--- config.mk ---
export PLATFORM = sky130hd
export DESIGN_NAME = decaying_pair_coupling_table_unit
export DESIGN_NICKNAME = d
export VERILOG_FILES = /design/src/dpct_pkg.sv /design/src/dpct_ram.sv /design/src/dpct_queue.sv /design/src/dpct_front.sv /design/src/dpct_back.sv /design/src/decaying_pair_coupling_table_unit.sv
export VERILOG_INCLUDE_DIRS = /design/src /design/src/src
export SDC_FILE = /design/constraint.sdc
export NUM_CORES = 1
export LEC_CHECK = 0
export BUFFER_PORTS_ARGS = -buffer_cell sky130_fd_sc_hd__buf_2
export CORE_ASPECT_RATIO = 0.75
export CORE_MARGIN = 2
export CORE_UTILIZATION = 57
export CTS_CLUSTER_SIZE = 20
export DETAILED_ROUTE_END_ITERATION = 8
export PLACE_DENSITY = 0.77
export SLEW_MARGIN = 15
export SYNTH_ARGS = -nofsm -noshare
export SYNTH_HDL_FRONTEND = slang
export SYNTH_SLANG_ARGS = --single-unit
--- constraint.sdc ---
create_clock -name i_clk -period 5.7 [get_ports i_clk]
set_input_delay 1.14 -clock i_clk [delete_from_list [all_inputs] [get_ports i_clk]]
set_output_delay 1.14 -clock i_clk [all_outputs]
set_load 0.01 [all_outputs]
--- src/decaying_pair_coupling_table_unit_macros.svh ---
`ifndef DECAYING_PAIR_COUPLING_TABLE_UNIT_MACROS_SVH
`define DECAYING_PAIR_COUPLING_TABLE_UNIT_MACROS_SVH

// same-cycle implication, checked outside reset
`define DPCT_ASSERT_NOW(name, clk, rst_n, ante, cons, msg) \
    name: assert property (@(posedge clk) disable iff (!rst_n) (ante) |-> (cons)) \
        else $error(msg);

// next-cycle implication, checked outside reset
`define DPCT_ASSERT_NEXT(name, clk, rst_n, ante, cons, msg) \
    name: assert property (@(posedge clk) disable iff (!rst_n) (ante) |=> (cons)) \
        else $error(msg);

`endif

--- src/dpct_pkg.sv ---
`default_nettype none

package dpct_pkg;

    // module index and q8.8 field widths as seen on the ports
    localparam int IDX_W   = 3;
    localparam int FIELD_W = 16;
    localparam int EVT_W   = 3;
    localparam int CMD_W   = 2;

    // configuration register indexes
    localparam logic [0:0] REG_BIND_THRESHOLD = 1'b0;
    localparam logic [0:0] REG_DECAY_RATE     = 1'b1;

    // input commands
    localparam logic [CMD_W-1:0] CMD_REGISTER = 2'd0;
    localparam logic [CMD_W-1:0] CMD_ACTIVATE = 2'd1;
    localparam logic [CMD_W-1:0] CMD_TICK     = 2'd2;
    localparam logic [CMD_W-1:0] CMD_QUERY    = 2'd3;

    // result event codes
    localparam logic [EVT_W-1:0] EV_DONE     = 3'd0;
    localparam logic [EVT_W-1:0] EV_NEW      = 3'd1;
    localparam logic [EVT_W-1:0] EV_BIND     = 3'd2;
    localparam logic [EVT_W-1:0] EV_UNBIND   = 3'd3;
    localparam logic [EVT_W-1:0] EV_COLLAPSE = 3'd4;
    localparam logic [EVT_W-1:0] EV_IGNORED  = 3'd5;

    // classified operation kinds handed from front to back
    localparam logic [1:0] OP_RESULT   = 2'd0;
    localparam logic [1:0] OP_ACTIVATE = 2'd1;
    localparam logic [1:0] OP_TICK     = 2'd2;
    localparam logic [1:0] OP_QUERY    = 2'd3;

    typedef struct packed {
        logic [1:0]         kind;
        logic [EVT_W-1:0]   ev;
        logic [IDX_W-1:0]   lo;
        logic [IDX_W-1:0]   hi;
        logic [FIELD_W-1:0] amount;
    } t_op;

    typedef struct packed {
        logic clearing;
        logic tick_active;
    } t_back_stat;

endpackage

`default_nettype wire

--- src/dpct_ram.sv ---
`default_nettype none

module dpct_ram #(
    parameter int WIDTH = 16,
    parameter int DEPTH = 28
) (
    input  wire logic                                  i_clk,
    input  wire logic                                  i_we,
    input  wire logic [(DEPTH > 1 ? $clog2(DEPTH) : 1)-1:0] i_waddr,
    input  wire logic [WIDTH-1:0]                      i_wdata,
    input  wire logic                                  i_re,
    input  wire logic [(DEPTH > 1 ? $clog2(DEPTH) : 1)-1:0] i_raddr,
    output logic      [WIDTH-1:0]                      o_rdata
);

    logic [WIDTH-1:0] r_mem [DEPTH];

    always_ff @(posedge i_clk) begin
        if (i_we) begin
            r_mem[i_waddr] <= i_wdata;
        end
        if (i_re) begin
            o_rdata <= r_mem[i_raddr];
        end
    end

endmodule

`default_nettype wire

--- src/dpct_queue.sv ---
`default_nettype none

module dpct_queue (
    input  wire logic          i_clk,
    input  wire logic          i_rst_n,
    input  wire logic          i_push,
    input  wire dpct_pkg::t_op i_op,
    output logic               o_full,
    input  wire logic          i_pop,
    output dpct_pkg::t_op      o_op,
    output logic               o_empty
);

    localparam int DEPTH = 2;
    localparam int PW    = $clog2(DEPTH);

    dpct_pkg::t_op  r_mem [DEPTH];
    logic [PW-1:0]  r_wp;
    logic [PW-1:0]  r_rp;
    logic [PW:0]    r_cnt;

    assign o_full  = (r_cnt == (PW+1)'(DEPTH));
    assign o_empty = (r_cnt == '0);
    assign o_op    = r_mem[r_rp];

    always_ff @(posedge i_clk) begin
        if (i_push) begin
            r_mem[r_wp] <= i_op;
        end
    end

    always_ff @(posedge i_clk) begin
        if (!i_rst_n) begin
            r_wp  <= '0;
            r_rp  <= '0;
            r_cnt <= '0;
        end else begin
            if (i_push) begin
                r_wp <= r_wp + 1'b1;
            end
            if (i_pop) begin
                r_rp <= r_rp + 1'b1;
            end
            case ({i_push, i_pop})
                2'b10:   r_cnt <= r_cnt + 1'b1;
                2'b01:   r_cnt <= r_cnt - 1'b1;
                default: r_cnt <= r_cnt;
            endcase
        end
    end

endmodule

`default_nettype wire

--- src/dpct_front.sv ---
`default_nettype none

module dpct_front #(
    parameter int MODULES = 8
) (
    input  wire logic                           i_clk,
    input  wire logic                           i_rst_n,
    input  wire logic                           i_valid,
    output logic                                o_ready,
    input  wire logic [dpct_pkg::CMD_W-1:0]     i_cmd,
    input  wire logic [dpct_pkg::IDX_W-1:0]     i_a,
    input  wire logic [dpct_pkg::IDX_W-1:0]     i_b,
    input  wire logic [dpct_pkg::FIELD_W-1:0]   i_amount,
    input  wire logic                           i_q_full,
    input  wire dpct_pkg::t_back_stat           i_stat,
    output logic                                o_push,
    output dpct_pkg::t_op                       o_op
);

    localparam int KW = $clog2(MODULES);

    logic [MODULES-1:0]             r_known;
    logic [MODULES-1:0]             n_known;
    logic                           accept;
    logic [dpct_pkg::IDX_W-1:0]     lo;
    logic [dpct_pkg::IDX_W-1:0]     hi;
    logic                           a_in;
    logic                           lo_in;
    logic                           hi_in;
    logic                           known_a;
    logic                           known_lo;
    logic                           known_hi;
    logic                           pair_ok;

    assign o_ready = !i_q_full && !i_stat.clearing;
    assign accept  = i_valid && o_ready;
    assign o_push  = accept;

    assign lo = (i_a < i_b) ? i_a : i_b;
    assign hi = (i_a < i_b) ? i_b : i_a;

    assign a_in  = (32'(i_a) < MODULES);
    assign lo_in = (32'(lo) < MODULES);
    assign hi_in = (32'(hi) < MODULES);

    assign known_a  = a_in  ? r_known[KW'(i_a)] : 1'b0;
    assign known_lo = lo_in ? r_known[KW'(lo)]  : 1'b0;
    assign known_hi = hi_in ? r_known[KW'(hi)]  : 1'b0;

    assign pair_ok = (lo != hi) && hi_in;

    always_comb begin
        n_known     = r_known;
        o_op.kind   = dpct_pkg::OP_RESULT;
        o_op.ev     = dpct_pkg::EV_IGNORED;
        o_op.lo     = lo;
        o_op.hi     = hi;
        o_op.amount = i_amount;
        case (i_cmd)
            dpct_pkg::CMD_REGISTER: begin
                o_op.lo = i_a;
                o_op.hi = i_a;
                if (a_in) begin
                    o_op.ev = known_a ? dpct_pkg::EV_DONE : dpct_pkg::EV_NEW;
                    if (accept) begin
                        n_known[KW'(i_a)] = 1'b1;
                    end
                end
            end
            dpct_pkg::CMD_ACTIVATE: begin
                if (pair_ok && known_lo && known_hi) begin
                    o_op.kind = dpct_pkg::OP_ACTIVATE;
                end
            end
            dpct_pkg::CMD_TICK: begin
                o_op.kind = dpct_pkg::OP_TICK;
            end
            dpct_pkg::CMD_QUERY: begin
                if (pair_ok) begin
                    o_op.kind = dpct_pkg::OP_QUERY;
                end
            end
            default: begin
                o_op.kind = dpct_pkg::OP_RESULT;
            end
        endcase
    end

    always_ff @(posedge i_clk) begin
        if (!i_rst_n) begin
            r_known <= '0;
        end else begin
            r_known <= n_known;
        end
    end

endmodule

`default_nettype wire

--- src/dpct_back.sv ---
`default_nettype none

module dpct_back #(
    parameter int MODULES     = 8,
    parameter int WEIGHT_BITS = 16
) (
    input  wire logic                           i_clk,
    input  wire logic                           i_rst_n,
    input  wire logic                           i_q_empty,
    input  wire dpct_pkg::t_op                  i_q_op,
    output logic                                o_q_pop,
    input  wire logic [dpct_pkg::FIELD_W-1:0]   i_bind_threshold,
    input  wire logic [dpct_pkg::FIELD_W-1:0]   i_decay_rate,
    output dpct_pkg::t_back_stat                o_stat,
    output logic                                o_m_tvalid,
    input  wire logic                           i_m_tready,
    output logic [dpct_pkg::EVT_W-1:0]          o_m_ev,
    output logic [dpct_pkg::IDX_W-1:0]          o_m_lo,
    output logic [dpct_pkg::IDX_W-1:0]          o_m_hi,
    output logic [dpct_pkg::FIELD_W-1:0]        o_m_w,
    output logic                                o_m_b,
    output logic                                o_m_last
);

    localparam int PAIRS = MODULES * (MODULES - 1) / 2;
    localparam int SW    = (PAIRS > 1) ? $clog2(PAIRS) : 1;
    localparam int KW    = $clog2(MODULES);
    localparam int SUM_W = ((WEIGHT_BITS > dpct_pkg::FIELD_W) ? WEIGHT_BITS
                                                              : dpct_pkg::FIELD_W) + 1;
    localparam logic [SUM_W-1:0] WMAX       = SUM_W'({WEIGHT_BITS{1'b1}});
    localparam logic [SW-1:0]    LAST_SLOT  = SW'(PAIRS - 1);
    localparam logic [KW-1:0]    LAST_MOD   = KW'(MODULES - 1);
    localparam logic [KW-1:0]    LAST_OUTER = KW'(MODULES - 2);

    localparam logic [2:0] ST_CLR   = 3'd0;
    localparam logic [2:0] ST_IDLE  = 3'd1;
    localparam logic [2:0] ST_OUT   = 3'd2;
    localparam logic [2:0] ST_RD    = 3'd3;
    localparam logic [2:0] ST_EX    = 3'd4;
    localparam logic [2:0] ST_TRD   = 3'd5;
    localparam logic [2:0] ST_TEX   = 3'd6;
    localparam logic [2:0] ST_TDONE = 3'd7;

    logic [2:0]           r_state, n_state;
    dpct_pkg::t_op        r_op, n_op;
    logic [SW-1:0]        r_clr, n_clr;
    logic [KW-1:0]        r_i, n_i;
    logic [KW-1:0]        r_j, n_j;

    logic                            r_out_valid;
    logic [dpct_pkg::EVT_W-1:0]      r_out_ev;
    logic [dpct_pkg::IDX_W-1:0]      r_out_lo;
    logic [dpct_pkg::IDX_W-1:0]      r_out_hi;
    logic [dpct_pkg::FIELD_W-1:0]    r_out_w;
    logic                            r_out_b;
    logic                            r_out_last;

    logic                            emit;
    logic [dpct_pkg::EVT_W-1:0]      e_ev;
    logic [dpct_pkg::IDX_W-1:0]      e_lo;
    logic [dpct_pkg::IDX_W-1:0]      e_hi;
    logic [dpct_pkg::FIELD_W-1:0]    e_w;
    logic                            e_b;
    logic                            e_last;
    logic                            out_free;
    logic                            adv;

    logic [KW-1:0]        sel_lo;
    logic [KW-1:0]        sel_hi;
    logic [KW-1:0]        sel_hi_m1;
    logic [2*KW-1:0]      prod;
    logic [SW-1:0]        slot;

    logic                   ram_we;
    logic                   ram_re;
    logic [SW-1:0]          ram_waddr;
    logic [WEIGHT_BITS-1:0] ram_wdata;
    logic [WEIGHT_BITS-1:0] ram_q;

    logic [SUM_W-1:0]     w_ext;
    logic [SUM_W-1:0]     thr_ext;
    logic [SUM_W-1:0]     rate_ext;
    logic [SUM_W-1:0]     sum;
    logic [SUM_W-1:0]     act_w;
    logic [SUM_W-1:0]     dec_w;
    logic                 prior_bound;
    logic                 act_bound;
    logic                 dec_bound;

    // triangular slot number: hi * (hi - 1) / 2 + lo
    assign sel_lo    = (r_state == ST_TRD || r_state == ST_TEX) ? r_i : KW'(r_op.lo);
    assign sel_hi    = (r_state == ST_TRD || r_state == ST_TEX) ? r_j : KW'(r_op.hi);
    assign sel_hi_m1 = sel_hi - 1'b1;
    assign prod      = (2*KW)'(sel_hi) * (2*KW)'(sel_hi_m1);
    assign slot      = SW'(prod >> 1) + SW'(sel_lo);

    assign w_ext    = SUM_W'(ram_q);
    assign thr_ext  = SUM_W'(i_bind_threshold);
    assign rate_ext = SUM_W'(i_decay_rate);
    assign sum      = w_ext + SUM_W'(r_op.amount);
    assign act_w    = (sum > WMAX) ? WMAX : sum;
    assign dec_w    = (w_ext > rate_ext) ? (w_ext - rate_ext) : '0;

    // zero weight never counts as bound
    assign prior_bound = (w_ext != '0) && (w_ext >= thr_ext);
    assign act_bound   = (act_w != '0) && (act_w >= thr_ext);
    assign dec_bound   = (dec_w != '0) && (dec_w >= thr_ext);

    assign out_free = !r_out_valid || i_m_tready;

    assign ram_waddr = (r_state == ST_CLR) ? r_clr : slot;
    assign ram_wdata = (r_state == ST_CLR) ? '0 :
                       (r_state == ST_EX)  ? WEIGHT_BITS'(act_w) : WEIGHT_BITS'(dec_w);

    dpct_ram #(
        .WIDTH (WEIGHT_BITS),
        .DEPTH (PAIRS)
    ) u_weights (
        .i_clk   (i_clk),
        .i_we    (ram_we),
        .i_waddr (ram_waddr),
        .i_wdata (ram_wdata),
        .i_re    (ram_re),
        .i_raddr (slot),
        .o_rdata (ram_q)
    );

    always_comb begin
        n_state = r_state;
        n_op    = r_op;
        n_clr   = r_clr;
        n_i     = r_i;
        n_j     = r_j;
        ram_we  = 1'b0;
        ram_re  = 1'b0;
        o_q_pop = 1'b0;
        emit    = 1'b0;
        adv     = 1'b0;
        e_ev    = dpct_pkg::EV_DONE;
        e_lo    = '0;
        e_hi    = '0;
        e_w     = '0;
        e_b     = 1'b0;
        e_last  = 1'b1;
        case (r_state)
            ST_CLR: begin
                ram_we = 1'b1;
                if (r_clr == LAST_SLOT) begin
                    n_state = ST_IDLE;
                end else begin
                    n_clr = r_clr + 1'b1;
                end
            end
            ST_IDLE: begin
                if (!i_q_empty) begin
                    o_q_pop = 1'b1;
                    n_op    = i_q_op;
                    case (i_q_op.kind)
                        dpct_pkg::OP_RESULT: n_state = ST_OUT;
                        dpct_pkg::OP_TICK: begin
                            n_i     = '0;
                            n_j     = KW'(1);
                            n_state = ST_TRD;
                        end
                        default: n_state = ST_RD;
                    endcase
                end
            end
            ST_OUT: begin
                emit = 1'b1;
                e_ev = r_op.ev;
                e_lo = r_op.lo;
                e_hi = r_op.hi;
                if (out_free) begin
                    n_state = ST_IDLE;
                end
            end
            ST_RD: begin
                ram_re  = 1'b1;
                n_state = ST_EX;
            end
            ST_EX: begin
                emit = 1'b1;
                e_lo = r_op.lo;
                e_hi = r_op.hi;
                if (r_op.kind == dpct_pkg::OP_ACTIVATE) begin
                    e_w    = dpct_pkg::FIELD_W'(act_w);
                    e_b    = act_bound;
                    e_ev   = (!prior_bound && act_bound) ? dpct_pkg::EV_BIND
                                                         : dpct_pkg::EV_DONE;
                    ram_we = out_free;
                end else begin
                    e_w = dpct_pkg::FIELD_W'(w_ext);
                    e_b = prior_bound;
                end
                if (out_free) begin
                    n_state = ST_IDLE;
                end
            end
            ST_TRD: begin
                ram_re  = 1'b1;
                n_state = ST_TEX;
            end
            ST_TEX: begin
                e_lo   = dpct_pkg::IDX_W'(r_i);
                e_hi   = dpct_pkg::IDX_W'(r_j);
                e_last = 1'b0;
                if (w_ext != '0 && prior_bound && dec_w == '0) begin
                    emit = 1'b1;
                    e_ev = dpct_pkg::EV_COLLAPSE;
                end else if (w_ext != '0 && prior_bound && !dec_bound) begin
                    emit = 1'b1;
                    e_ev = dpct_pkg::EV_UNBIND;
                    e_w  = dpct_pkg::FIELD_W'(dec_w);
                end
                adv    = !emit || out_free;
                ram_we = (w_ext != '0) && adv;
                if (adv) begin
                    n_state = ST_TRD;
                    if (r_j == LAST_MOD) begin
                        if (r_i == LAST_OUTER) begin
                            n_state = ST_TDONE;
                        end else begin
                            n_i = r_i + 1'b1;
                            n_j = r_i + KW'(2);
                        end
                    end else begin
                        n_j = r_j + 1'b1;
                    end
                end
            end
            ST_TDONE: begin
                emit = 1'b1;
                if (out_free) begin
                    n_state = ST_IDLE;
                end
            end
            default: begin
                n_state = ST_IDLE;
            end
        endcase
    end

    always_ff @(posedge i_clk) begin
        if (!i_rst_n) begin
            r_state     <= ST_CLR;
            r_clr       <= '0;
            r_i         <= '0;
            r_j         <= '0;
            r_out_valid <= 1'b0;
        end else begin
            r_state <= n_state;
            r_clr   <= n_clr;
            r_i     <= n_i;
            r_j     <= n_j;
            if (emit && out_free) begin
                r_out_valid <= 1'b1;
            end else if (i_m_tready) begin
                r_out_valid <= 1'b0;
            end
        end
    end

    always_ff @(posedge i_clk) begin
        r_op <= n_op;
        if (emit && out_free) begin
            r_out_ev   <= e_ev;
            r_out_lo   <= e_lo;
            r_out_hi   <= e_hi;
            r_out_w    <= e_w;
            r_out_b    <= e_b;
            r_out_last <= e_last;
        end
    end

    assign o_stat.clearing    = (r_state == ST_CLR);
    assign o_stat.tick_active = (r_state == ST_TRD) || (r_state == ST_TEX)
                                || (r_state == ST_TDONE);

    assign o_m_tvalid = r_out_valid;
    assign o_m_ev     = r_out_ev;
    assign o_m_lo     = r_out_lo;
    assign o_m_hi     = r_out_hi;
    assign o_m_w      = r_out_w;
    assign o_m_b      = r_out_b;
    assign o_m_last   = r_out_last;

endmodule

`default_nettype wire

--- src/decaying_pair_coupling_table_unit.sv ---
// channel   dir  handshake                    tuser (low bit up)   tdata (low bit up)
// s_axis    in   s_axis_tvalid/s_axis_tready  cmd                  module_a, module_b, amount
// m_axis    out  m_axis_tvalid/m_axis_tready  event_res            pair_low, pair_high,
//                                                                  weight_now, is_bound_now
// cfg       in   i_cfg_we (no wait)           -                    i_cfg_idx, i_cfg_data
//
// register and ignored commands: queue pop, then result into output register
// activate and query: queue pop, registered ram read, then result and, for activate, write-back
// tick: pop, then a ram read and a decay step per pair over MODULES*(MODULES-1)/2 pairs, then the done result
// after reset a clearing pass zeroes the weight ram, one entry a cycle over all
//   MODULES*(MODULES-1)/2 entries, with s_axis_tready low meanwhile
// a two-entry queue parts the front from the back, and the output register takes a
//   new result in the cycle the previous one leaves, so either side may stall alone
`default_nettype none

`include "decaying_pair_coupling_table_unit_macros.svh"

module decaying_pair_coupling_table_unit #(
    parameter int MODULES     = 8,
    parameter int WEIGHT_BITS = 16
) (
    input  wire logic        i_clk,
    input  wire logic        i_rst_n,
    // input transfers
    input  wire logic        s_axis_tvalid,
    output logic             s_axis_tready,
    input  wire logic [23:0] s_axis_tdata,   // module_a[2:0], module_b[5:3], amount[21:6]
    input  wire logic [1:0]  s_axis_tuser,   // cmd[1:0]
    // result transfers
    output logic             m_axis_tvalid,
    input  wire logic        m_axis_tready,
    output logic [23:0]      m_axis_tdata,   // pair_low[2:0], pair_high[5:3],
                                             // weight_now[21:6], is_bound_now[22]
    output logic [2:0]       m_axis_tuser,   // event_res[2:0]
    output logic             m_axis_tlast,   // last result of the command
    // configuration writes
    input  wire logic        i_cfg_we,
    input  wire logic [0:0]  i_cfg_idx,
    input  wire logic [15:0] i_cfg_data
);

    // configuration register reset values
    localparam logic [15:0] BIND_THRESHOLD_RST = 16'd256;
    localparam logic [15:0] DECAY_RATE_RST     = 16'd26;

    logic [dpct_pkg::FIELD_W-1:0] r_bind_threshold;
    logic [dpct_pkg::FIELD_W-1:0] r_decay_rate;

    logic                         push;
    dpct_pkg::t_op                push_op;
    logic                         q_full;
    logic                         q_empty;
    logic                         q_pop;
    dpct_pkg::t_op                q_op;
    dpct_pkg::t_back_stat         stat;

    logic [dpct_pkg::IDX_W-1:0]   out_lo;
    logic [dpct_pkg::IDX_W-1:0]   out_hi;
    logic [dpct_pkg::FIELD_W-1:0] out_w;
    logic                         out_b;

    // config writes land at once; the user must write them only while the block is idle, which it does not enforce
    always_ff @(posedge i_clk) begin
        if (!i_rst_n) begin
            r_bind_threshold <= BIND_THRESHOLD_RST;
            r_decay_rate     <= DECAY_RATE_RST;
        end else if (i_cfg_we) begin
            case (i_cfg_idx)
                dpct_pkg::REG_BIND_THRESHOLD: r_bind_threshold <= i_cfg_data;
                dpct_pkg::REG_DECAY_RATE:     r_decay_rate     <= i_cfg_data;
                default: begin
                    r_bind_threshold <= r_bind_threshold;
                end
            endcase
        end
    end

    // front: module registry and command classification
    dpct_front #(
        .MODULES (MODULES)
    ) u_front (
        .i_clk    (i_clk),
        .i_rst_n  (i_rst_n),
        .i_valid  (s_axis_tvalid),
        .o_ready  (s_axis_tready),
        .i_cmd    (s_axis_tuser),
        .i_a      (s_axis_tdata[2:0]),
        .i_b      (s_axis_tdata[5:3]),
        .i_amount (s_axis_tdata[21:6]),
        .i_q_full (q_full),
        .i_stat   (stat),
        .o_push   (push),
        .o_op     (push_op)
    );

    // short queue of classified operations
    dpct_queue u_queue (
        .i_clk   (i_clk),
        .i_rst_n (i_rst_n),
        .i_push  (push),
        .i_op    (push_op),
        .o_full  (q_full),
        .i_pop   (q_pop),
        .o_op    (q_op),
        .o_empty (q_empty)
    );

    // back: weight ram, read-modify-write and tick walk, output register
    dpct_back #(
        .MODULES     (MODULES),
        .WEIGHT_BITS (WEIGHT_BITS)
    ) u_back (
        .i_clk            (i_clk),
        .i_rst_n          (i_rst_n),
        .i_q_empty        (q_empty),
        .i_q_op           (q_op),
        .o_q_pop          (q_pop),
        .i_bind_threshold (r_bind_threshold),
        .i_decay_rate     (r_decay_rate),
        .o_stat           (stat),
        .o_m_tvalid       (m_axis_tvalid),
        .i_m_tready       (m_axis_tready),
        .o_m_ev           (m_axis_tuser),
        .o_m_lo           (out_lo),
        .o_m_hi           (out_hi),
        .o_m_w            (out_w),
        .o_m_b            (out_b),
        .o_m_last         (m_axis_tlast)
    );

    assign m_axis_tdata = {1'b0, out_b, out_w, out_hi, out_lo};

    // no result can be pending while the ram is still being cleared
    `DPCT_ASSERT_NOW(a_clear_quiet, i_clk, i_rst_n, stat.clearing, !m_axis_tvalid, "result during clearing pass")

    // a collapse reports zero weight and never closes the command
    `DPCT_ASSERT_NOW(a_collapse_form, i_clk, i_rst_n, m_axis_tvalid && m_axis_tuser == dpct_pkg::EV_COLLAPSE, m_axis_tdata[21:6] == '0 && !m_axis_tdata[22] && !m_axis_tlast, "bad collapse result")

    // a bind only comes from an activate, which is bound and closes its command
    `DPCT_ASSERT_NOW(a_bind_form, i_clk, i_rst_n, m_axis_tvalid && m_axis_tuser == dpct_pkg::EV_BIND, m_axis_tdata[22] && m_axis_tlast, "bad bind result")

    // after a non-final tick result leaves, the walk goes on or its done result waits
    `DPCT_ASSERT_NEXT(a_tick_continues, i_clk, i_rst_n, m_axis_tvalid && m_axis_tready && !m_axis_tlast, stat.tick_active || (m_axis_tvalid && m_axis_tlast), "tick walk ended without done result")

endmodule

`default_nettype wire
After elaboration in Yosys (flattened, before gate mapping)
Memory sizes are Yosys's and may differ from the RTL's. A register that Yosys moved wholly into a read port is not among the register bits. Cells that the tools add are included.

Bits in latches: 0. Memories kept: 2. Bits in registers: 113. Bits in read-only memories: 0. Bits in writable memories: 502.

Divide/modulo/power cells: 0. Bitwise operators: 4. Order comparisons: 10. Add/sub/neg operators: 12. Reduce and logical (&&, ||, !) cells: 45. Shifts and indexed selects: 0. Mux-type cells: 73. Equal/unequal tests: 27. Multipliers: 1.

Memory list: u_back.u_weights.r_mem (depth 28, width 16, read ports 1, clocked after Yosys merged registers in 1, wr ports 1, line dpct_ram.sv:16) `logic [WIDTH-1:0] r_mem [DEPTH];`; u_queue.r_mem (depth 2, width 27, read ports 1, clocked after Yosys merged registers in 1, wr ports 1, line dpct_queue.sv:17) `dpct_pkg::t_op r_mem [DEPTH];`.

Operators by type and width (count): $mux W16 (5); $mux W3 (21); $reduce_bool A17 Y1 (3); $ge A17 B16 Y1 (2); $mux W17 (2); $pmux W16 S2 (1); $pmux W3 S2 (5); $mux W1 (23); $eq A3 B3 Y1 const B (6); $pmux W3 S6 (1); $add A16 B16 Y17 (1); $gt A17 B16 Y1 const B (1); $logic_not A17 Y1 (1); $sub A16 B16 Y17 (1); $ge A16 B16 Y1 (1); $gt A16 B16 Y1 (1); $logic_and A1 B1 Y1 (14); $lt A3 B4 Y1 const B (3); $eq A2 B2 Y1 const B (5); $ne A2 B1 Y1 const B (5); $reduce_and A2 Y1 (5); $bmux W1 S3 (3); $mux W9 (1); $pmux W3 S3 (1); other kinds (37) (60).

Logic depth before layout (Yosys ltp)
Gate-level depths: netlist (run 1).

Depth after elaboration: 15. Gate-level depth with buffers: 23. Depth with buffers taken out: 21.

By module
From an unflattened synthesis (run 1), not the netlist that was laid out.

Cells, all modules: 2125. Area, all modules: 29663.4 µm².

Modules (own cells, without submodules): dpct_ram (times used 1, cells each 927, area each 18106.1 µm²); dpct_back (times used 1, cells each 815, area each 7064.3 µm²); dpct_queue (times used 1, cells each 106, area each 2157.1 µm²); decaying_pair_coupling_table_unit (times used 1, cells each 130, area each 1272.5 µm²); dpct_front (times used 1, cells each 147, area each 1063.5 µm²).

Least setup slack after synthesis (run 1)
OpenSTA, ideal clock, no wires.

Path type: register to register. Start: register u_back.r_state[0]. End: memory u_back.u_weights.r_mem[48][0] (netlist: u_back.u_weights.r_mem[24][0]), enable pin. Arrival: 5.687 ns. Data required time: 5.312 ns. Path slack: -0.375 ns. Cell stages (with the launch flop): 22. Cells stage by stage: dfxtp_1 -> clkbuf_1 -> nor2_1 -> o21ai_1 -> mux2i_1 -> ha_1 -> inv_1 -> ha_1 -> nor2_1 -> fa_1 -> ha_1 -> fa_1 -> ha_1 -> a21oi_1 -> xnor2_1 -> clkbuf_1 -> inv_1 -> nor3_1 -> a31oi_1 -> nor2_1 -> nand2_1 -> nor2_1.

Cells in the longest elaborated chain, start to end: 7.

RTL lines: start: declaration (line dpct_back.sv:44) `logic [2:0] r_state, n_state;`; start signal: assignment (line dpct_back.sv:252) `r_state <= n_state;`; $eq A3 B3 Y1, on equally long branches (line dpct_back.sv:91, dpct_back.sv:92, dpct_back.sv:145); $logic_or A1 B1 Y1 (line dpct_back.sv:91, dpct_back.sv:92); $mux W3 (line dpct_back.sv:92) `assign sel_hi = (r_state == ST_TRD || r_state == ST_TEX) ? r_j : KW'(r_op.hi);`; $sub A3 B1 Y3 (line dpct_back.sv:93) `assign sel_hi_m1 = sel_hi - 1'b1;`; $mul A3 B3 Y6 (line dpct_back.sv:94) `assign prod = (2*KW)'(sel_hi) * (2*KW)'(sel_hi_m1);`; $add A5 B3 Y5 (line dpct_back.sv:95) `assign slot = SW'(prod >> 1) + SW'(sel_lo);`; $mux W5 (line dpct_back.sv:111) `assign ram_waddr = (r_state == ST_CLR) ? r_clr : slot;`; end: declaration (line dpct_ram.sv:16).

Parallel ways exist; a longest one is shown, timed or not.

Worst setup path after layout (run 1)
Start: register u_back.r_state[0]. End: register u_back.u_weights.o_rdata[8], read port of u_back.u_weights.r_mem, data pin.

Cells in the longest elaborated chain, start to end: 6.

RTL lines: $eq A3 B3 Y1, on equally long branches (line dpct_back.sv:91, dpct_back.sv:92, dpct_back.sv:145); $logic_or A1 B1 Y1 (line dpct_back.sv:91, dpct_back.sv:92); $mux W3 (line dpct_back.sv:92); $sub A3 B1 Y3 (line dpct_back.sv:93); $mul A3 B3 Y6 (line dpct_back.sv:94); $add A5 B3 Y5 (line dpct_back.sv:95); end: declaration (line dpct_ram.sv:13) `output logic [WIDTH-1:0] o_rdata`.

Parallel ways exist; a longest one is shown, timed or not. A chain may end at the register's enable or synchronous reset.

==> run metrics, run 1 <==
share of cells above drive strength 1 0.260; worst path bufs/invs 2; initial core utilization 0.574; count of final setup violators 0; Root Driver clkbuf_16; hpwl dp between 40000 and 50000 um; vias in the first global route between 15000 and 20000; gp weighted congestion 0.955; cell area after synthesis approximately 29000 um^2; sequential area share after synthesis 0.639; worst min path class register to register; main combinational cell family by area after synthesis multiplexers; Max-cap violations 0; Worst Skew about 0.025 ns; Synth Area in Simple Gates 0.0739; Worst-Margin Slew ~1.1 ns; crit path kind register to register; Rel. slew slack 0.242; DR DRC count 0; Area growth syn-to-layout 17.2%; post-synthesis compound-gate area fraction 0.0801; Hold WS between 0.4 and 0.5 ns; PortBufs 74; multiplexer area fraction after synthesis 0.123; xor and xnor area share after synthesis 0.0101; syn nets 2107; Yosys cell types 86; clk sink count 629; Syn Area/Cell around 15 um^2; Final #Nets 2327; pin count of the biggest net entering global routing between 40 and 50; placed cell count about 2700; Ports between 70 and 80; Vias 18000; hold buffers post-CTS 0; area occupied by multi-input gates ~9900 um^2; register bit total from synthesis 629; most frequent cell on the critical path ha_1; Total GRT Usage 0.276; final non-filler cell total around 2900; Die Y approximately 200 um; status completed; remaining global-route overflow 0; Post-synth ARST share 0; Setup Total Neg Slack 0 ns; adder-cell area share of the yosys netlist 0.0486; clk slew on worst S/H paths 0.07 ns; FF/Latch Area 18300 um^2; H-Tree Depth 2; CTS Buffer Depth 3; yosys warns 0; final antenna-violating net count 0; Inserted Clock Buffers 57; CP Capture Type register; crit-path cells nor2b_1 > o21ai_2 > nand2_1 > o21a_1 > ha_1 > inv_1 > ha_1 > nor2_1 > fa_1 > ha_1 > fa_1 > ha_1 > a21oi_1 > xnor2_2 > buf_4 > mux4_2 > nand2_1 > o21ai_0; final worst-path cycle share 0.965; Final Hold Fails 0; core footprint between 40000 and 50000 um^2; Layout Utilization 0.673; Most used DFF post-synth edfxtp_1; global-route wire length before repair about 110000 um; PwrDens around 520 nW/um^2; EDFF count, synth ~570; minimum clock period after layout about 5.5 ns; initial antenna violation count 4; FP Rows 71; # fillers ~3300; crit path launch type register; Clk Latency, worst-skew pair about 0.64 ns; final WL just over 70000 um; Pleak roughly 12 nW; maximum clock frequency around 180 MHz; slowest CP cell mux4_2; VDD IR max between 400 and 500 uV; crit path max fanout 28; Vias per Instance around 6.3; CTS tree yes; CP max stage delay 0.63 ns; die width 263 um; Avg WL per Cell ~25 um; drt pass-1 iters 5; CP arrival approximately 5.8 ns; Slew Limit Fails 0; Synth Instances 1951; DR iter-0 viols roughly 2000; Die ar. between 50000 and 60000 um^2; CP top delay family adder cells; WP data required roughly 6 ns
[logic make-up after synthesis]
| kind of cell | count (synthesis) |
|---|---|
| flops | 629 |
| simple gates | 474 |
| compound gates | 347 |
| mux | 183 |
| buf+inv | 176 |
| fa+ha+maj | 108 |
| xor+xnor | 33 |
| other cells | 1 |
[flip-flops by register name, indices dropped and copies added, names as in the netlist, 5 cells and up, named ones only]
name / flops
u_back.u_weights.r_mem: 448
u_queue.r_mem: 52
u_back.r_op: 26
r_bind_threshold: 16
r_decay_rate: 16
u_back.o_m_w: 16
u_back.u_weights.o_rdata: 16
u_front.r_known: 8
u_back.r_clr: 5
[layout make-up]
class	instances	share of cell area
sequential	629	0.546
multi-input combinational	1146	0.297
timing repair buffer	248	0.0644
clock buffer	64	0.0440
tap	657	0.0245
clock inverter	41	0.0145
inverter	89	0.00997
antenna	4	0.000299
[where the power goes]
group          switching (mW)  total [mW]  leakage, nW  internal (mW)
registers               0.176        6.38         5.73           6.20
clock network            1.72        4.03        0.952           2.32
logic                    4.32        7.13         5.23           2.81
total                    6.21        17.5         11.9           11.3
[metal layers]
metal | vias up | GRT usage | wire, um | share of wire
li1 | 7971 | - | - | -
met4 | 0 | 0.0694 | 1420 | 0.020
met3 | 93 | 0.0568 | 7040 | 0.098
met2 | 829 | 0.436 | 33600 | 0.47
met5 | - | 0 | 0 | 0
met1 | 9106 | 0.397 | 30000 | 0.42
[worst register-to-register path, cell delays in order (launching register included)]
cell and delay, ns:
dfxtp_1 0.40, nor2b_1 0.29, o21ai_2 0.16, nand2_1 0.09
o21a_1 0.20, ha_1 0.16, inv_1 0.05, ha_1 0.29
nor2_1 0.17, fa_1 0.44, ha_1 0.24, fa_1 0.45
ha_1 0.32, a21oi_1 0.24, xnor2_2 0.19, buf_4 0.50
mux4_2 0.65, nand2_1 0.09, o21ai_0 0.23
[timing repair]
action,4_1_cts,5_1_grt
gates cloned,0,1
gates resized for setup,1,13
endpoints found under the setup margin,46,388
pin swaps,1,21
endpoints found under the hold margin,0,0
setup buffers,0,28
[path summary, 6_finish.rpt]
check | startpoint | endpoint | slack, ns | cells after the start
max | u_back.r_state[0]$_SDFFE_PN0P_ | u_back.u_weights.o_rdata[8]$_DFFE_PP_ | 0.20 | 18
min | r_decay_rate[12]$_SDFFE_PN0P_ | r_decay_rate[12]$_SDFFE_PN0P_ | 0.46 | 2
min reg2reg | r_decay_rate[12]$_SDFFE_PN0P_ | r_decay_rate[12]$_SDFFE_PN0P_ | 0.46 | 2
max reg2reg | u_back.r_state[0]$_SDFFE_PN0P_ | u_back.u_weights.o_rdata[8]$_DFFE_PP_ | 0.20 | 18
[cell usage in the layout, fill, tap and decap left out, types with 28 or more instances in the layout]
master and n:
nand2_1 216, mux2_2 34, o21ai_0 60, dfxtp_1 60, clkbuf_16 59, mux4_2 132, buf_2 74, inv_1 88
ha_1 102, buf_4 135, nor2_1 108, a21oi_1 111, edfxtp_1 569, buf_12 35, a21o_1 28
[per-stage QoR]
stage,worst slack (ns),total power [mW],cell area [um^2]
3_5_place_dp,0.0514,13.2,31000
5_1_grt,-0.0237,18.3,33500
6_report,0.198,17.5,33500
2_1_floorplan,-0.194,10.5,28700
3_3_place_gp,0.175,13.0,31000
4_1_cts,0.00201,17.3,33000
[Yosys cell counts (5+ instances only)]
library cell,n,area (um^2)
a2111oi_0,6,52.6
a211oi_1,12,90.1
a21o_1,28,210
a21oi_1,111,556
a22oi_1,8,60.1
a311oi_1,5,43.8
a31oi_1,10,62.6
and2_1,6,37.5
and3_1,9,56.3
buf_1,14,52.6
clkbuf_1,64,240
dfxtp_1,60,1200
edfxtp_1,569,17100
fa_1,5,100
ha_1,103,1290
inv_1,88,330
mux2_2,34,383
mux2i_1,17,170
mux4_2,132,2970
nand2_1,216,811
nand2b_1,15,93.8
nand3_1,17,85.1
nand4_1,15,93.8
nor2_1,130,488
nor2b_1,12,75.1
nor3_1,18,90.1
nor4_1,7,43.8
o211ai_1,14,105
o21a_1,11,82.6
o21ai_0,66,330
o22ai_1,24,150
or3_1,5,31.3
xnor2_1,20,175
xor2_1,13,114
No activity file was read; power rests on OpenSTA's default activity.
==> inputs of run 2 (changes only) <==
--- a/config.mk
+++ b/config.mk
@@ -7,12 +7,11 @@
 export NUM_CORES = 1
 export LEC_CHECK = 0
 export BUFFER_PORTS_ARGS = -buffer_cell sky130_fd_sc_hd__buf_2
-export CORE_ASPECT_RATIO = 0.75
 export CORE_MARGIN = 2
-export CORE_UTILIZATION = 57
+export CORE_UTILIZATION = 63
 export CTS_CLUSTER_SIZE = 20
 export DETAILED_ROUTE_END_ITERATION = 8
-export PLACE_DENSITY = 0.77
+export PLACE_DENSITY = 0.8
 export SLEW_MARGIN = 15
 export SYNTH_ARGS = -nofsm -noshare
 export SYNTH_HDL_FRONTEND = slang
==> constraint.sdc (replaced) <==
create_clock -name i_clk -period 6.2 [get_ports i_clk]
set_input_delay 1.24 -clock i_clk [delete_from_list [all_inputs] [get_ports i_clk]]
set_output_delay 1.24 -clock i_clk [all_outputs]
set_load 0.01 [all_outputs]
==> run 2 against run 1 <==
Compared with the run above:
- final area is 3.3% lower
- clock skew is 0.027 ns higher
- combinational power is 14% lower
- non-clock buffer count is 70 lower
- clock-buffer cell count is 8 higher
- setup slack better by 0.069 ns
- total power is 9.9% lower
- sequential share of layout area is 1.9 points higher
- final cell count is 4.3% lower
- core utilization is 4.6 points higher
- critical endpoint is now u_back.u_weights.r_mem[25][13]$_DFFE_PP_
- largest cell class unchanged
- largest power group unchanged
- highest routed layer unchanged
==> run metrics, run 2 (synthesized netlist as in run 1, its figures left out) <==
maximum clock frequency approximately 170 MHz; core footprint around 45000 um^2; switching power about 5.7 mW; CTS tree yes; slowest CP cell fa_1; Total GRT Usage 0.319; CP top delay family adder cells; PortBufs 74; largest register by flop count u_back.u_weights.r_mem; WP data required between 6 and 7 ns; met1 usage 0.429; Post-DP Area about 30000 um^2; crit-path cells inv_1 > nor2_1 > o21ai_2 > mux2i_1 > ha_1 > inv_1 > ha_1 > nor2_1 > fa_1 > ha_1 > fa_1 > ha_1 > nor2b_1 > o21ai_0 > xnor2_2 > buf_4 > nor3_1 > a31oi_1 > nor2_1 > nand2_1 > nor2_1 > buf_4; drt pass-1 iters 7; initial core utilization 0.634; final worst-path cycle share 0.957; Rel. slew slack 0.314; Final Hold Fails 0; Avg WL per Cell ~27 um; worst min path class register to register; CP max stage delay ~0.45 ns; remaining global-route overflow 0; Pleak between 10 and 15 nW; status completed; CP Launch Point u_back.r_state[1]$_SDFFE_PN0P_; post-CTS setup repair buffer count 0; die width between 200 and 250 um; FP Rows between 70 and 80; VDD IR max around 280 uV; final antenna-violating net count 0; Max-cap violations 0; vias in the first global route approximately 18000; H-Tree Depth 2; crit path kind register to register; initial antenna violation count 2; global route hottest layer met2; CTS Buffer Depth 3; Root Driver clkbuf_16; Largest regs u_back.u_weights.r_mem: 448 flops, u_queue.r_mem: 52 flops, u_back.r_op: 26 flops; worst path bufs/invs 4; cell area after layout approximately 32000 um^2; PwrDens 487 nW/um^2; Area growth syn-to-layout 13.3%; hpwl dp 47100 um; Inserted Clock Buffers just under 60; CP Capture Type register; pin count of the biggest net entering global routing a little over 50; crit path launch type register; clock power share 0.238; clk slew on worst S/H paths 0.06 ns; Vias 18100; crit path max fanout 34; worst r2r src u_back.r_state[1]$_SDFFE_PN0P_; Die ar. 47100 um^2; Ports 78; most frequent cells in the layout edfxtp_1, nand2_1, mux4_2, nor2_1, a21oi_1; max reg flops between 400 and 500; switching share of total power 0.358; P_int ~10 mW; Clk Latency, worst-skew pair roughly 0.64 ns; final WL roughly 74000 um; M3 GR Usage 0.0604; global-route wire length before repair around 110000 um; GR Layer Usage met2 0.519; DR DRC count 0; Gate power share 0.389; Vias per Instance 6.59; Final #Nets about 2300; Worst-Margin Slew approximately 1 ns; Layout Utilization 0.719; DR iter-0 viols between 1500 and 2000; CP arrival 6.26 ns; clk sink count roughly 630; Seq pwr share 0.373; count of final setup violators 0; gp weighted congestion 0.997; Worst Skew slightly above 0.05 ns; share of cells above drive strength 1 0.228; most common cell after layout, fill and taps aside edfxtp_1; Slew Limit Fails 0; Die Y about 220 um; minimum clock period after layout 5.93 ns; HP Start r_bind_threshold[7]$_SDFFE_PN0P_
run 2: cell count changes in the layout (fill, tap and decap cells not counted), sizes merged:
cell	delta
buf	-69
clkbuf	+7
diode	-3
inv	-3
run 2: routing by layer:
| layer | wire, um | up-vias | share of wire |
|---|---|---|---|
| met5 | 0 | - | 0 |
| met4 | 3040 | 0 | 0.041 |
| met3 | 7260 | 201 | 0.098 |
| met2 | 36000 | 1061 | 0.49 |
| met1 | 27400 | 9048 | 0.37 |
| li1 | - | 7829 | - |
run 2: final timing paths:
kind / endpoint / slack [ns] / cells after the start
max: u_back.u_weights.r_mem[25][13]$_DFFE_PP_ / 0.27 / 22
min: r_bind_threshold[7]$_SDFFE_PN0P_ / 0.46 / 2
max reg2reg: u_back.u_weights.r_mem[25][13]$_DFFE_PP_ / 0.27 / 22
min reg2reg: r_bind_threshold[7]$_SDFFE_PN0P_ / 0.46 / 2
run 2: area by class of cell:
| cell class | count | area (um^2) |
|---|---|---|
| Antenna cell | 1 | 2.50 |
| Clock buffer | 72 | 1540 |
| Clock inverter | 38 | 480 |
| Fill cell | 2792 | 12700 |
| Inverter | 89 | 334 |
| Multi-Input combinational cell | 1146 | 9770 |
| Sequential cell | 629 | 18300 |
| Tap cell | 600 | 751 |
| Timing Repair Buffer | 178 | 1240 |
run 2: per-stage QoR:
stage	cells	power, mW	setup WS (ns)	hold WS, ns	TNS [ns]
final	2753	15.8	0.267	0.457	0
after global routing	2752	16.4	-0.00857	0.471	-0.0602
after CTS	2750	15.7	0.0823	0.459	0
after detailed placement	2640	11.8	0.241	0.450	0
after global placement	2640	11.6	0.414	0.446	0
after floorplan	1951	9.58	0.125	0.436	0
run 2: repair_timing:
item                                    in CTS  in global routing
endpoints found under the setup margin       0                121
gates resized for setup                      0                  5
hold endpoints to repair                     0                  0
hold buffers                                 0                  0
run 2: worst min-delay path, cell delays in order, from the launching register on:
cell     delay, ns
dfxtp_1       0.31
nand2_1       0.05
a21oi_1       0.05
run 2: power by group through the flow:
stage               clock network, mW  registers (mW)  logic, mW
detailed placement                  0            5.96       5.86
CTS                              3.80            5.89       5.99
floorplan                           0            5.94       3.64
finish                           3.76            5.89       6.15
global placement                    0            5.92       5.67
global route                     3.94            5.92       6.51
